[src/design/rwch_pkg.sv]
// ----------------------------------------------------------------------------
// rwch_pkg
// Types and constants shared by the risk warning confirm-and-hold block.
// ----------------------------------------------------------------------------
package rwch_pkg;

    localparam int IN_TDATA_W  = 24;
    localparam int OUT_TDATA_W = 8;
    localparam int FRAME_W     = 21;

    localparam logic [1:0] LEVEL_SAFE    = 2'd0;
    localparam logic [1:0] LEVEL_CAUTION = 2'd1;
    localparam logic [1:0] LEVEL_DANGER  = 2'd2;

    localparam logic [1:0] CFG_HOLD_FRAMES     = 2'd0;
    localparam logic [1:0] CFG_CAUTION_CONFIRM = 2'd1;
    localparam logic [1:0] CFG_DANGER_CONFIRM  = 2'd2;

    localparam logic [7:0] HOLD_FRAMES_RST     = 8'd8;
    localparam logic [7:0] CAUTION_CONFIRM_RST = 8'd8;
    localparam logic [7:0] DANGER_CONFIRM_RST  = 8'd3;

    localparam logic [7:0]         COUNT_MAX = 8'hFF;
    localparam logic signed [15:0] LEAD_NONE = -16'sd1;

    // Packed so that analysis_enabled sits in bit 0 of the stream word.
    typedef struct packed {
        logic [1:0]         raw_level;
        logic signed [15:0] lead_id;
        logic               risk_found;
        logic               scene_changed;
        logic               analysis_enabled;
    } t_frame;

    typedef struct packed {
        logic [7:0] hold_frames;
        logic [7:0] caution_confirm;
        logic [7:0] danger_confirm;
    } t_cfg;

endpackage

[src/design/risk_warning_confirm_hold.sv]
// ----------------------------------------------------------------------------
// risk_warning_confirm_hold
// Per-frame risk banner with consecutive-frame confirmation and hold timers.
// ----------------------------------------------------------------------------
// The block takes one frame transaction per clock cycle, unless the output
// is stalled, and returns one banner level for each from the result register.
// The state update for a frame is done combinationally between the input
// register and the result register, so the rate is one frame per cycle
// while the output is not stalled. Configuration writes are taken at any
// time and should be made only while no frame is in flight.
module risk_warning_confirm_hold (
    input  logic                               i_clk,
    input  logic                               i_rst_n,
    input  logic                               s_axis_tvalid,
    output logic                               s_axis_tready,
    // analysis_enabled[0], scene_changed[1], risk_found[2], lead_id[18:3],
    // raw_level[20:19], zero fill[23:21]
    input  logic [rwch_pkg::IN_TDATA_W-1:0]    s_axis_tdata,
    output logic                               m_axis_tvalid,
    input  logic                               m_axis_tready,
    // banner_level[1:0], zero fill[7:2]
    output logic [rwch_pkg::OUT_TDATA_W-1:0]   m_axis_tdata,
    input  logic                               i_cfg_valid,
    output logic                               o_cfg_ready,
    input  logic [1:0]                         i_cfg_index,
    input  logic [7:0]                         i_cfg_data
);
    import rwch_pkg::*;

    t_cfg       cfg;
    t_frame     in_frame, reg_frame;
    logic       reg_valid, advance;
    logic [1:0] core_banner, out_banner;

    assign in_frame = t_frame'(s_axis_tdata[FRAME_W-1:0]);

    rwch_cfg_regs u_cfg (
        .i_clk       (i_clk),
        .i_rst_n     (i_rst_n),
        .i_cfg_valid (i_cfg_valid),
        .o_cfg_ready (o_cfg_ready),
        .i_cfg_index (i_cfg_index),
        .i_cfg_data  (i_cfg_data),
        .o_cfg       (cfg)
    );

    rwch_in_reg u_in (
        .i_clk     (i_clk),
        .i_rst_n   (i_rst_n),
        .i_valid   (s_axis_tvalid),
        .o_ready   (s_axis_tready),
        .i_frame   (in_frame),
        .o_valid   (reg_valid),
        .i_advance (advance),
        .o_frame   (reg_frame)
    );

    rwch_core u_core (
        .i_clk    (i_clk),
        .i_rst_n  (i_rst_n),
        .i_fire   (reg_valid && advance),
        .i_frame  (reg_frame),
        .i_cfg    (cfg),
        .o_banner (core_banner)
    );

    rwch_out_reg u_out (
        .i_clk     (i_clk),
        .i_rst_n   (i_rst_n),
        .i_valid   (reg_valid),
        .i_banner  (core_banner),
        .o_advance (advance),
        .o_valid   (m_axis_tvalid),
        .i_ready   (m_axis_tready),
        .o_banner  (out_banner)
    );

    assign m_axis_tdata = {{(OUT_TDATA_W-2){1'b0}}, out_banner};

endmodule

[src/design/rwch_cfg_regs.sv]
// ----------------------------------------------------------------------------
// rwch_cfg_regs
// Configuration register file for the confirm thresholds and hold length.
// ----------------------------------------------------------------------------
module rwch_cfg_regs (
    input  logic          i_clk,
    input  logic          i_rst_n,
    input  logic          i_cfg_valid,
    output logic          o_cfg_ready,
    input  logic [1:0]    i_cfg_index,
    input  logic [7:0]    i_cfg_data,
    output rwch_pkg::t_cfg o_cfg
);
    import rwch_pkg::*;

    t_cfg r_cfg;

    assign o_cfg_ready = 1'b1;
    assign o_cfg       = r_cfg;

    always_ff @(posedge i_clk) begin
        if (!i_rst_n) begin
            r_cfg.hold_frames     <= HOLD_FRAMES_RST;
            r_cfg.caution_confirm <= CAUTION_CONFIRM_RST;
            r_cfg.danger_confirm  <= DANGER_CONFIRM_RST;
        end else if (i_cfg_valid) begin
            case (i_cfg_index)
                CFG_HOLD_FRAMES:     r_cfg.hold_frames     <= i_cfg_data;
                CFG_CAUTION_CONFIRM: r_cfg.caution_confirm <= i_cfg_data;
                CFG_DANGER_CONFIRM:  r_cfg.danger_confirm  <= i_cfg_data;
                default: ;
            endcase
        end
    end

endmodule

[src/design/rwch_in_reg.sv]
// ----------------------------------------------------------------------------
// rwch_in_reg
// Input register stage that captures one frame transaction per cycle unless stalled.
// ----------------------------------------------------------------------------
module rwch_in_reg (
    input  logic                  i_clk,
    input  logic                  i_rst_n,
    input  logic                  i_valid,
    output logic                  o_ready,
    input  rwch_pkg::t_frame      i_frame,
    output logic                  o_valid,
    input  logic                  i_advance,
    output rwch_pkg::t_frame      o_frame
);
    import rwch_pkg::*;

    logic   r_valid;
    t_frame r_frame;

    assign o_ready = !r_valid || i_advance;
    assign o_valid = r_valid;
    assign o_frame = r_frame;

    always_ff @(posedge i_clk) begin
        if (!i_rst_n) begin
            r_valid <= 1'b0;
        end else if (o_ready) begin
            r_valid <= i_valid;
        end
    end

    always_ff @(posedge i_clk) begin
        if (o_ready && i_valid) begin
            r_frame <= i_frame;
        end
    end

endmodule

[src/design/rwch_core.sv]
// ----------------------------------------------------------------------------
// rwch_core
// Confirmation counters, hold timers and tracked lead, updated once per frame.
// ----------------------------------------------------------------------------
module rwch_core (
    input  logic             i_clk,
    input  logic             i_rst_n,
    input  logic             i_fire,
    input  rwch_pkg::t_frame i_frame,
    input  rwch_pkg::t_cfg   i_cfg,
    output logic [1:0]       o_banner
);
    import rwch_pkg::*;

    logic [7:0]         r_caution_count, n_caution_count;
    logic [7:0]         r_danger_count,  n_danger_count;
    logic [7:0]         r_caution_hold,  n_caution_hold;
    logic [7:0]         r_danger_hold,   n_danger_hold;
    logic signed [15:0] r_tracked_lead,  n_tracked_lead;

    logic [7:0] base_caution, base_danger, inc_caution, inc_danger;
    logic [7:0] dec_caution_hold, dec_danger_hold;

    always_comb begin
        dec_caution_hold = (r_caution_hold != 8'd0) ? r_caution_hold - 8'd1 : 8'd0;
        dec_danger_hold  = (r_danger_hold  != 8'd0) ? r_danger_hold  - 8'd1 : 8'd0;

        base_caution = (r_tracked_lead != i_frame.lead_id) ? 8'd0 : r_caution_count;
        base_danger  = (r_tracked_lead != i_frame.lead_id) ? 8'd0 : r_danger_count;
        inc_caution  = (base_caution == COUNT_MAX) ? COUNT_MAX : base_caution + 8'd1;
        inc_danger   = (base_danger  == COUNT_MAX) ? COUNT_MAX : base_danger  + 8'd1;

        n_caution_count = 8'd0;
        n_danger_count  = 8'd0;
        n_caution_hold  = dec_caution_hold;
        n_danger_hold   = dec_danger_hold;
        n_tracked_lead  = LEAD_NONE;

        if (!i_frame.analysis_enabled || i_frame.scene_changed) begin
            n_caution_hold = 8'd0;
            n_danger_hold  = 8'd0;
        end else if (i_frame.risk_found && !i_frame.lead_id[15]) begin
            n_tracked_lead = i_frame.lead_id;
            case (i_frame.raw_level)
                LEVEL_DANGER: begin
                    n_danger_count = inc_danger;
                    n_caution_hold = r_caution_hold;
                    n_danger_hold  = r_danger_hold;
                    if (inc_danger >= i_cfg.danger_confirm) begin
                        n_danger_hold  = i_cfg.hold_frames;
                        n_caution_hold = 8'd0;
                    end
                end
                LEVEL_CAUTION: begin
                    n_caution_count = inc_caution;
                    n_caution_hold  = r_caution_hold;
                    if (inc_caution >= i_cfg.caution_confirm) begin
                        n_caution_hold = i_cfg.hold_frames;
                    end
                end
                default: ;
            endcase
        end
    end

    always_comb begin
        if (n_danger_hold != 8'd0) begin
            o_banner = LEVEL_DANGER;
        end else if (n_caution_hold != 8'd0) begin
            o_banner = LEVEL_CAUTION;
        end else begin
            o_banner = LEVEL_SAFE;
        end
    end

    always_ff @(posedge i_clk) begin
        if (!i_rst_n) begin
            r_caution_count <= 8'd0;
            r_danger_count  <= 8'd0;
            r_caution_hold  <= 8'd0;
            r_danger_hold   <= 8'd0;
            r_tracked_lead  <= LEAD_NONE;
        end else if (i_fire) begin
            r_caution_count <= n_caution_count;
            r_danger_count  <= n_danger_count;
            r_caution_hold  <= n_caution_hold;
            r_danger_hold   <= n_danger_hold;
            r_tracked_lead  <= n_tracked_lead;
        end
    end

endmodule

[src/design/rwch_out_reg.sv]
// ----------------------------------------------------------------------------
// rwch_out_reg
// Result register that holds the banner level until the sink takes it.
// ----------------------------------------------------------------------------
module rwch_out_reg (
    input  logic       i_clk,
    input  logic       i_rst_n,
    input  logic       i_valid,
    input  logic [1:0] i_banner,
    output logic       o_advance,
    output logic       o_valid,
    input  logic       i_ready,
    output logic [1:0] o_banner
);
    logic       r_valid;
    logic [1:0] r_banner;

    assign o_advance = !r_valid || i_ready;
    assign o_valid   = r_valid;
    assign o_banner  = r_banner;

    always_ff @(posedge i_clk) begin
        if (!i_rst_n) begin
            r_valid <= 1'b0;
        end else if (o_advance) begin
            r_valid <= i_valid;
        end
    end

    always_ff @(posedge i_clk) begin
        if (o_advance && i_valid) begin
            r_banner <= i_banner;
        end
    end

endmodule

[config.mk]
export PLATFORM = sky130hd
export DESIGN_NAME = risk_warning_confirm_hold
export DESIGN_NICKNAME = d
export VERILOG_FILES = /design/src/design/rwch_pkg.sv /design/src/design/risk_warning_confirm_hold.sv /design/src/design/rwch_cfg_regs.sv /design/src/design/rwch_in_reg.sv /design/src/design/rwch_core.sv /design/src/design/rwch_out_reg.sv
export SDC_FILE = /design/constraint.sdc
export NUM_CORES = 1
export LEC_CHECK = 0
export ABC_AREA = 1
export BUFFER_PORTS_ARGS = -buffer_cell sky130_fd_sc_hd__buf_2
export CAP_MARGIN = 20
export CORE_MARGIN = 3
export CORE_UTILIZATION = 60
export CTS_CLUSTER_DIAMETER = 60
export DETAILED_ROUTE_END_ITERATION = 16
export PLACE_DENSITY = 0.88
export SLEW_MARGIN = 10
export SYNTH_ARGS = -nofsm -noshare
export SYNTH_HDL_FRONTEND = slang
export SYNTH_HIERARCHICAL = 1
export SYNTH_SLANG_ARGS = --single-unit
[constraint.sdc]
create_clock -name i_clk -period 4.08 [get_ports i_clk]
set_input_delay 0.612 -clock i_clk [delete_from_list [all_inputs] [get_ports i_clk]]
set_output_delay 0.612 -clock i_clk [all_outputs]
set_load 0.01 [all_outputs]
==> flow_summary.yaml, run 1 <==
outcome:
  run_status: "completed"
synthesis:
  ys_warn_count: 6
  ys_seq_area_share_pct: 36.9
  synth-main-ff-cell: "dfxtp_1"
  synth_area_leader_cell: "dfxtp_1"
  synthDistinctLibCells: 41
  postSynthCellCount: 849
  syn_area_um2: 5880
  ys_ff_latch: 97
  synth.avg_cell_area_um2: 6.93
  async_flop_share_pct: 0
  yosys-top-cells-area: "dfxtp_1 25%, nand2_1 16%, edfxtp_1 12%"
  synth_top_area_share_pct: 25.2
  synth_edf_count: 23
die:
  pin_count: 50
  start_util_pct: 62.8
  row_count: 35
  core_um2: 9370
  dieArea_um2: 11000
  die_h_um: 105
  die_w_um: 105
clock_tree:
  clock-sinks: 97
  clock_latency_ns: 0.37
  ctsRootBufferMaster: "clkbuf_8"
  cts_max_path_buffers: 2
  clk_pin_slew_ns: 0.11
  cts_tree: "yes"
  htreeDepth: 3
  cts_inserted_buffers: 9
  holdBufCountCts: 0
finish:
  syn_to_final_growth_pct: 14.4
  final_common_cell: "nand2_1"
  final_cell_mix: "239 x nand2_1, 105 x inv_1, 74 x dfxtp_1, 70 x nand3_1, 63 x nor2_1"
  n_fill_cell: 747
  stdcell_area_um2: 6730
  final_nets: 965
  antenna_cells: 0
  fin_util_pct: 71.8
  drive_above_1_share_pct: 17.5
place:
  io_buffers: 39
  gp_congestion: 0.936
  hpwl_um: 9010
  post_dp_cell_area_um2: 6240
critical_path:
  crit_path_start_kind: "flip-flop"
  critPathTopFamily: "simple AND/OR/NAND/NOR gates"
  reg2reg_to: "u_out/o_banner[0]$_DFFE_PP_"
  worstPathArrival_ns: 4.11
  crit_buf_inv: 3
  timing.critical_path.mode_cell: "nand2_1"
  cp_slowest_cell: "edfxtp_1"
  worstPathRequired_ns: 4.31
  r2r_cells: 25
  endpoint: "u_out/o_banner[0]$_DFFE_PP_"
  reg2reg_slack_ns: 0.20
  critPathCaptureType: "flip-flop"
  startpoint: "u_in/o_frame[9]$_DFFE_PP_"
  crit_type: "flip-flop to flip-flop"
  critPathMaxStageDelay_ns: 0.45
  cp.depth: 25
  cp_max_fo: 6
  r2r-start: "u_in/o_frame[9]$_DFFE_PP_"
sta:
  period_share_pct: 95.1
  period_needed_ns: 3.88
  fmax_ghz: 0.258
  timing.hold.ws_ns: 0.413
  worst_pin_slew_ns: 0.951
  timing.slew.headroom_pct: 36.1
  hold_viol_final: 0
  finalMaxSlewViolations: 0
  setup_violations: 0
  setup_tns_ns: 0
  skew_ns: 0.0117
pwr:
  p_leak_nw: 3.31
  p_total_mw: 2.07
  ir_drop_v: 0.000251
  power_density_nw_per_um2: 308
global_routing:
  grt_first_pass_wirelength_um: 21400
  grt_start_max_net_pins: 44
  antenna_found_initial: 0
  grt_pass1_vias: 4876
  grt_overflow: 0
  grt_usage_pct: 23.3
route:
  drc_errors: 0
  wl_per_cell_um: 12.9
  vias: 5571
  drt-pass1-iter-count: 5
  wirelength_um: 13400
  viasPerCell: 5.38
  drt_iter0_drc: 473
  ant_nets: 0
min_path:
  min_path_type: "input pin to flip-flop"
job:
  max_cap_viol_count: 0
how the worst min path moves through the flow:
stage          depth (start not counted)                           end                    startpoint
4_1_cts                                1    u_in/o_frame[13]$_DFFE_PP_              s_axis_tdata[13]
3_3_place_gp                           2  u_cfg/o_cfg[11]$_SDFFE_PN1P_  u_cfg/o_cfg[11]$_SDFFE_PN1P_
2_1_floorplan                          2  u_cfg/o_cfg[19]$_SDFFE_PN1P_  u_cfg/o_cfg[19]$_SDFFE_PN1P_
3_5_place_dp                           2  u_cfg/o_cfg[11]$_SDFFE_PN1P_  u_cfg/o_cfg[11]$_SDFFE_PN1P_
6_report                               1     u_in/o_frame[9]$_DFFE_PP_               s_axis_tdata[9]
5_1_grt                                1    u_in/o_frame[17]$_DFFE_PP_              s_axis_tdata[17]
synth_stat cells (2+ instances only):
cell      number
nor3_1         6
nor2_2         6
inv_2          6
xnor2_1       12
buf_6          4
nor2_1        71
edfxtp_1      23
conb_1         2
a21oi_1       48
nand2_2        5
dfxtp_1       74
nand2_1      251
clkbuf_1      16
xor2_1        17
buf_4          9
inv_1        107
o21ai_1        6
o21a_1         2
nor3b_2        2
nand4_1       26
nand3_2        4
a21oi_2        2
nor3_4         2
nand3_1       72
o21ai_0       33
or2_2          2
buf_1          2
buf_2          3
ha_1          24
per-layer routing:
layer	routed length [um]	share of wire (%)	track usage [%]	vias to the layer above
met5	0	0	0	-
met2	6370	48	38.5	207
met1	5950	44	31.6	2536
li1	-	-	-	2809
met3	881	6.6	3.83	19
met4	197	1.5	6.19	0
cell families after synthesis:
group | count (synthesis) | share of synthesized area (%)
compound gates | 94 | 8.36
fa+ha+maj | 24 | 5.11
other cells | 2 | 0.128
flops | 97 | 36.9
buf+inv | 149 | 10.7
simple gates | 454 | 34.5
xor+xnor | 29 | 4.32
worst reg2reg max path: stages (launching register included):
cell	delay, ns
edfxtp_1	0.45
xnor2_2	0.19
nand4_2	0.18
nor2_8	0.16
buf_4	0.17
nand4_1	0.14
nor2_1	0.15
nand2_1	0.11
nor3_1	0.18
or2_2	0.15
nand3_1	0.08
ha_1	0.30
nand2_1	0.07
inv_1	0.04
nor2_1	0.09
o21a_1	0.18
nand3_2	0.11
buf_6	0.14
or2_2	0.26
nand2_1	0.06
nand2_1	0.05
nand2_1	0.10
nand2_2	0.07
nand2_2	0.13
nor2_4	0.05
a21oi_2	0.13
what timing repair did:
| action | CTS | global route |
|---|---|---|
| setup buffers | 0 | 7 |
| resized for setup | 0 | 59 |
| endpoints found under the setup margin | 0 | 8 |
metrics by stage:
step | worst slack [ns] | std cells
2_1_floorplan | 0.510 | 854
3_3_place_gp | 0.239 | 1012
3_5_place_dp | 0.208 | 1012
4_1_cts | 0.101 | 1028
5_1_grt | -0.104 | 1036
6_report | 0.201 | 1036
power by group:
| part | internal, mW | switching, mW | total, mW |
|---|---|---|---|
| sequential | 1.04 | 0.0359 | 1.07 |
| clock | 0.245 | 0.383 | 0.628 |
| combinational | 0.142 | 0.228 | 0.370 |
| total | 1.42 | 0.647 | 2.07 |
state kept, by name (all words and copies together), names as in the netlist:
name                    flops
u_in/o_valid                1
u_in/o_frame               21
u_cfg/o_cfg                24
u_core/r_caution_hold       8
u_core/r_danger_count       8
u_core/r_danger_hold        8
u_out/o_valid               1
u_out/o_banner              2
u_core/r_caution_count      8
u_core/r_tracked_lead      16
area by class of cell:
cell class	instances	area, um2	area share [%]
clock buffers	9	124	1.84
clock inverters	7	81.3	1.21
inverters	115	439	6.53
multi-input cells	608	3280	48.8
flip-flops and latches	97	2170	32.3
well taps	129	161	2.40
repair buffers	71	469	6.97
Power figures use the tool's default switching activity.
==> run 2: changes to the inputs <==
==> constraint.sdc (replaced) <==
create_clock -name i_clk -period 4.08 [get_ports i_clk]
set_input_delay 0.408 -clock i_clk [delete_from_list [all_inputs] [get_ports i_clk]]
set_output_delay 0.408 -clock i_clk [all_outputs]
set_load 0.01 [all_outputs]
==> flow_summary.yaml, run 2 (synthesis results as in run 1) <==
outcome:
  run_status: "completed"
sta:
  period_share_pct: 95.5
  skew_ns: 0.0133
  fmax_ghz: 0.257
  worst_pin_slew_ns: 0.944
  timing.slew.headroom_pct: 36.6
  hold_viol_final: 0
  period_needed_ns: 3.90
  layout_setup_ws_ns: 0.182
  setup_violations: 0
  setup_tns_ns: 0
  finalMaxSlewViolations: 0
critical_path:
  worstPathArrival_ns: 4.03
  crit_type: "flip-flop to flip-flop"
  startpoint: "u_in/o_frame[15]$_DFFE_PP_"
  cp_max_fo: 6
  crit_path_start_kind: "flip-flop"
  worstPathRequired_ns: 4.22
  r2r-start: "u_in/o_frame[15]$_DFFE_PP_"
  critPathCaptureType: "flip-flop"
pwr:
  power_density_nw_per_um2: 313
  p_leak_nw: 3.27
  ir_drop_v: 0.000258
place:
  io_buffers: 39
  hpwl_um: 9260
  gp_congestion: 0.941
  place_ws_ns: 0.128
  post_dp_cell_area_um2: 6230
finish:
  final_cell_mix: "244 x nand2_1, 105 x inv_1, 74 x dfxtp_1, 70 x nand3_1, 67 x nor2_1"
  syn_to_final_growth_pct: 13.0
  antenna_cells: 0
  final_nets: 964
  final_common_cell: "nand2_1"
  largest_reg_flops: 24
  stdcell_area_um2: 6650
  drive_above_1_share_pct: 16.2
global_routing:
  grt_start_max_net_pins: 44
  antenna_found_initial: 0
  grt_pass1_vias: 4982
  grt_usage_pct: 23.4
  grt_first_pass_wirelength_um: 21600
  grt_overflow: 0
route:
  viasPerCell: 5.37
  wl_per_cell_um: 12.8
  vias: 5563
  drt_iter0_drc: 393
  drc_errors: 0
  drt-pass1-iter-count: 6
  ant_nets: 0
  wirelength_um: 13200
min_path:
  worstHoldStart: "s_axis_tdata[11]"
  min_path_type: "input pin to flip-flop"
clock_tree:
  cts_inserted_buffers: 9
  clock-sinks: 97
  cts_max_path_buffers: 2
  cts_tree: "yes"
  clk_pin_slew_ns: 0.11
  clock_latency_ns: 0.38
  ctsRootBufferMaster: "clkbuf_8"
  htreeDepth: 3
die:
  dieArea_um2: 11000
  row_count: 35
  die_w_um: 105
  start_util_pct: 62.8
  die_h_um: 105
  pin_count: 50
  core_um2: 9370
job:
  max_cap_viol_count: 0
==> run 2: what timing repair did <==
action                     4_1_cts  5_1_grt
setup buffers                    0        7
resized for setup                0       40
hold buffers                     0        0
setup endpoints to repair        0        5
==> run 2: area by class of cell <==
class | instances | area (um2)
multi-input cells | 608 | 3220
fillers | 755 | 2730
flip-flops and latches | 97 | 2170
repair buffers | 70 | 450
inverters | 115 | 433
well taps | 129 | 161
clock buffers | 9 | 124
clock inverters | 7 | 81.3
==> run 2: metal layers <==
metal / part of all wire [%] / up-vias / track usage (%) / wire (um)
li1: - / 2810 / - / -
met1: 44 / 2515 / 31.2 / 5780
met2: 47 / 215 / 38.5 / 6240
met3: 7.5 / 23 / 3.95 / 993
met4: 1.7 / 0 / 7.69 / 223
met5: 0 / - / 0 / 0
==> run 2: power breakdown <==
group          internal (mW)  leakage, nW  switching [mW]  total, mW
sequential              1.04        0.829          0.0367       1.07
combinational          0.143         2.33           0.227      0.370
clock                  0.246        0.104           0.390      0.636
total                   1.42         3.27           0.653       2.08
==> run 2: path summary, 6_finish.rpt <==
kind	to	slack [ns]	cells past startpoint
hold reg to reg	u_core/r_danger_count[5]$_SDFFE_PN0P_	0.48	2
setup / recovery	u_out/o_banner[0]$_DFFE_PP_	0.18	27
setup reg to reg	u_out/o_banner[0]$_DFFE_PP_	0.18	27
hold / removal	u_in/o_frame[11]$_DFFE_PP_	0.20	1
==> run 2: per-stage QoR <==
step	utilization, %	hold WS [ns]	power, mW	std cells
final	70.9	0.196	2.08	1035
after global routing	70.9	0.177	2.19	1035
after CTS	68.7	0.185	2.05	1026
after detailed placement	66.5	0.459	1.43	1010
after global placement	66.5	0.443	1.42	1010
after floorplan	-	0.428	1.34	854
==> run 2: critical path, cell delays in order, from the launching register on <==
cell	delay, ns
edfxtp_1	0.43
xor2_1	0.17
nor2_1	0.14
nand2_2	0.11
nor2_8	0.13
nand2_4	0.08
clkinv_2	0.08
nand2_2	0.07
inv_2	0.06
ha_2	0.17
nor3b_4	0.24
nand4_1	0.15
buf_4	0.18
nand2_1	0.07
ha_1	0.24
a21oi_1	0.14
o21ai_1	0.12
nand2_2	0.12
nand3_4	0.11
buf_6	0.15
nand2_1	0.05
nand2_1	0.05
o21ai_0	0.18
nand2_1	0.10
nand2_1	0.13
nor2_2	0.05
nand2_2	0.08
a21oi_2	0.04
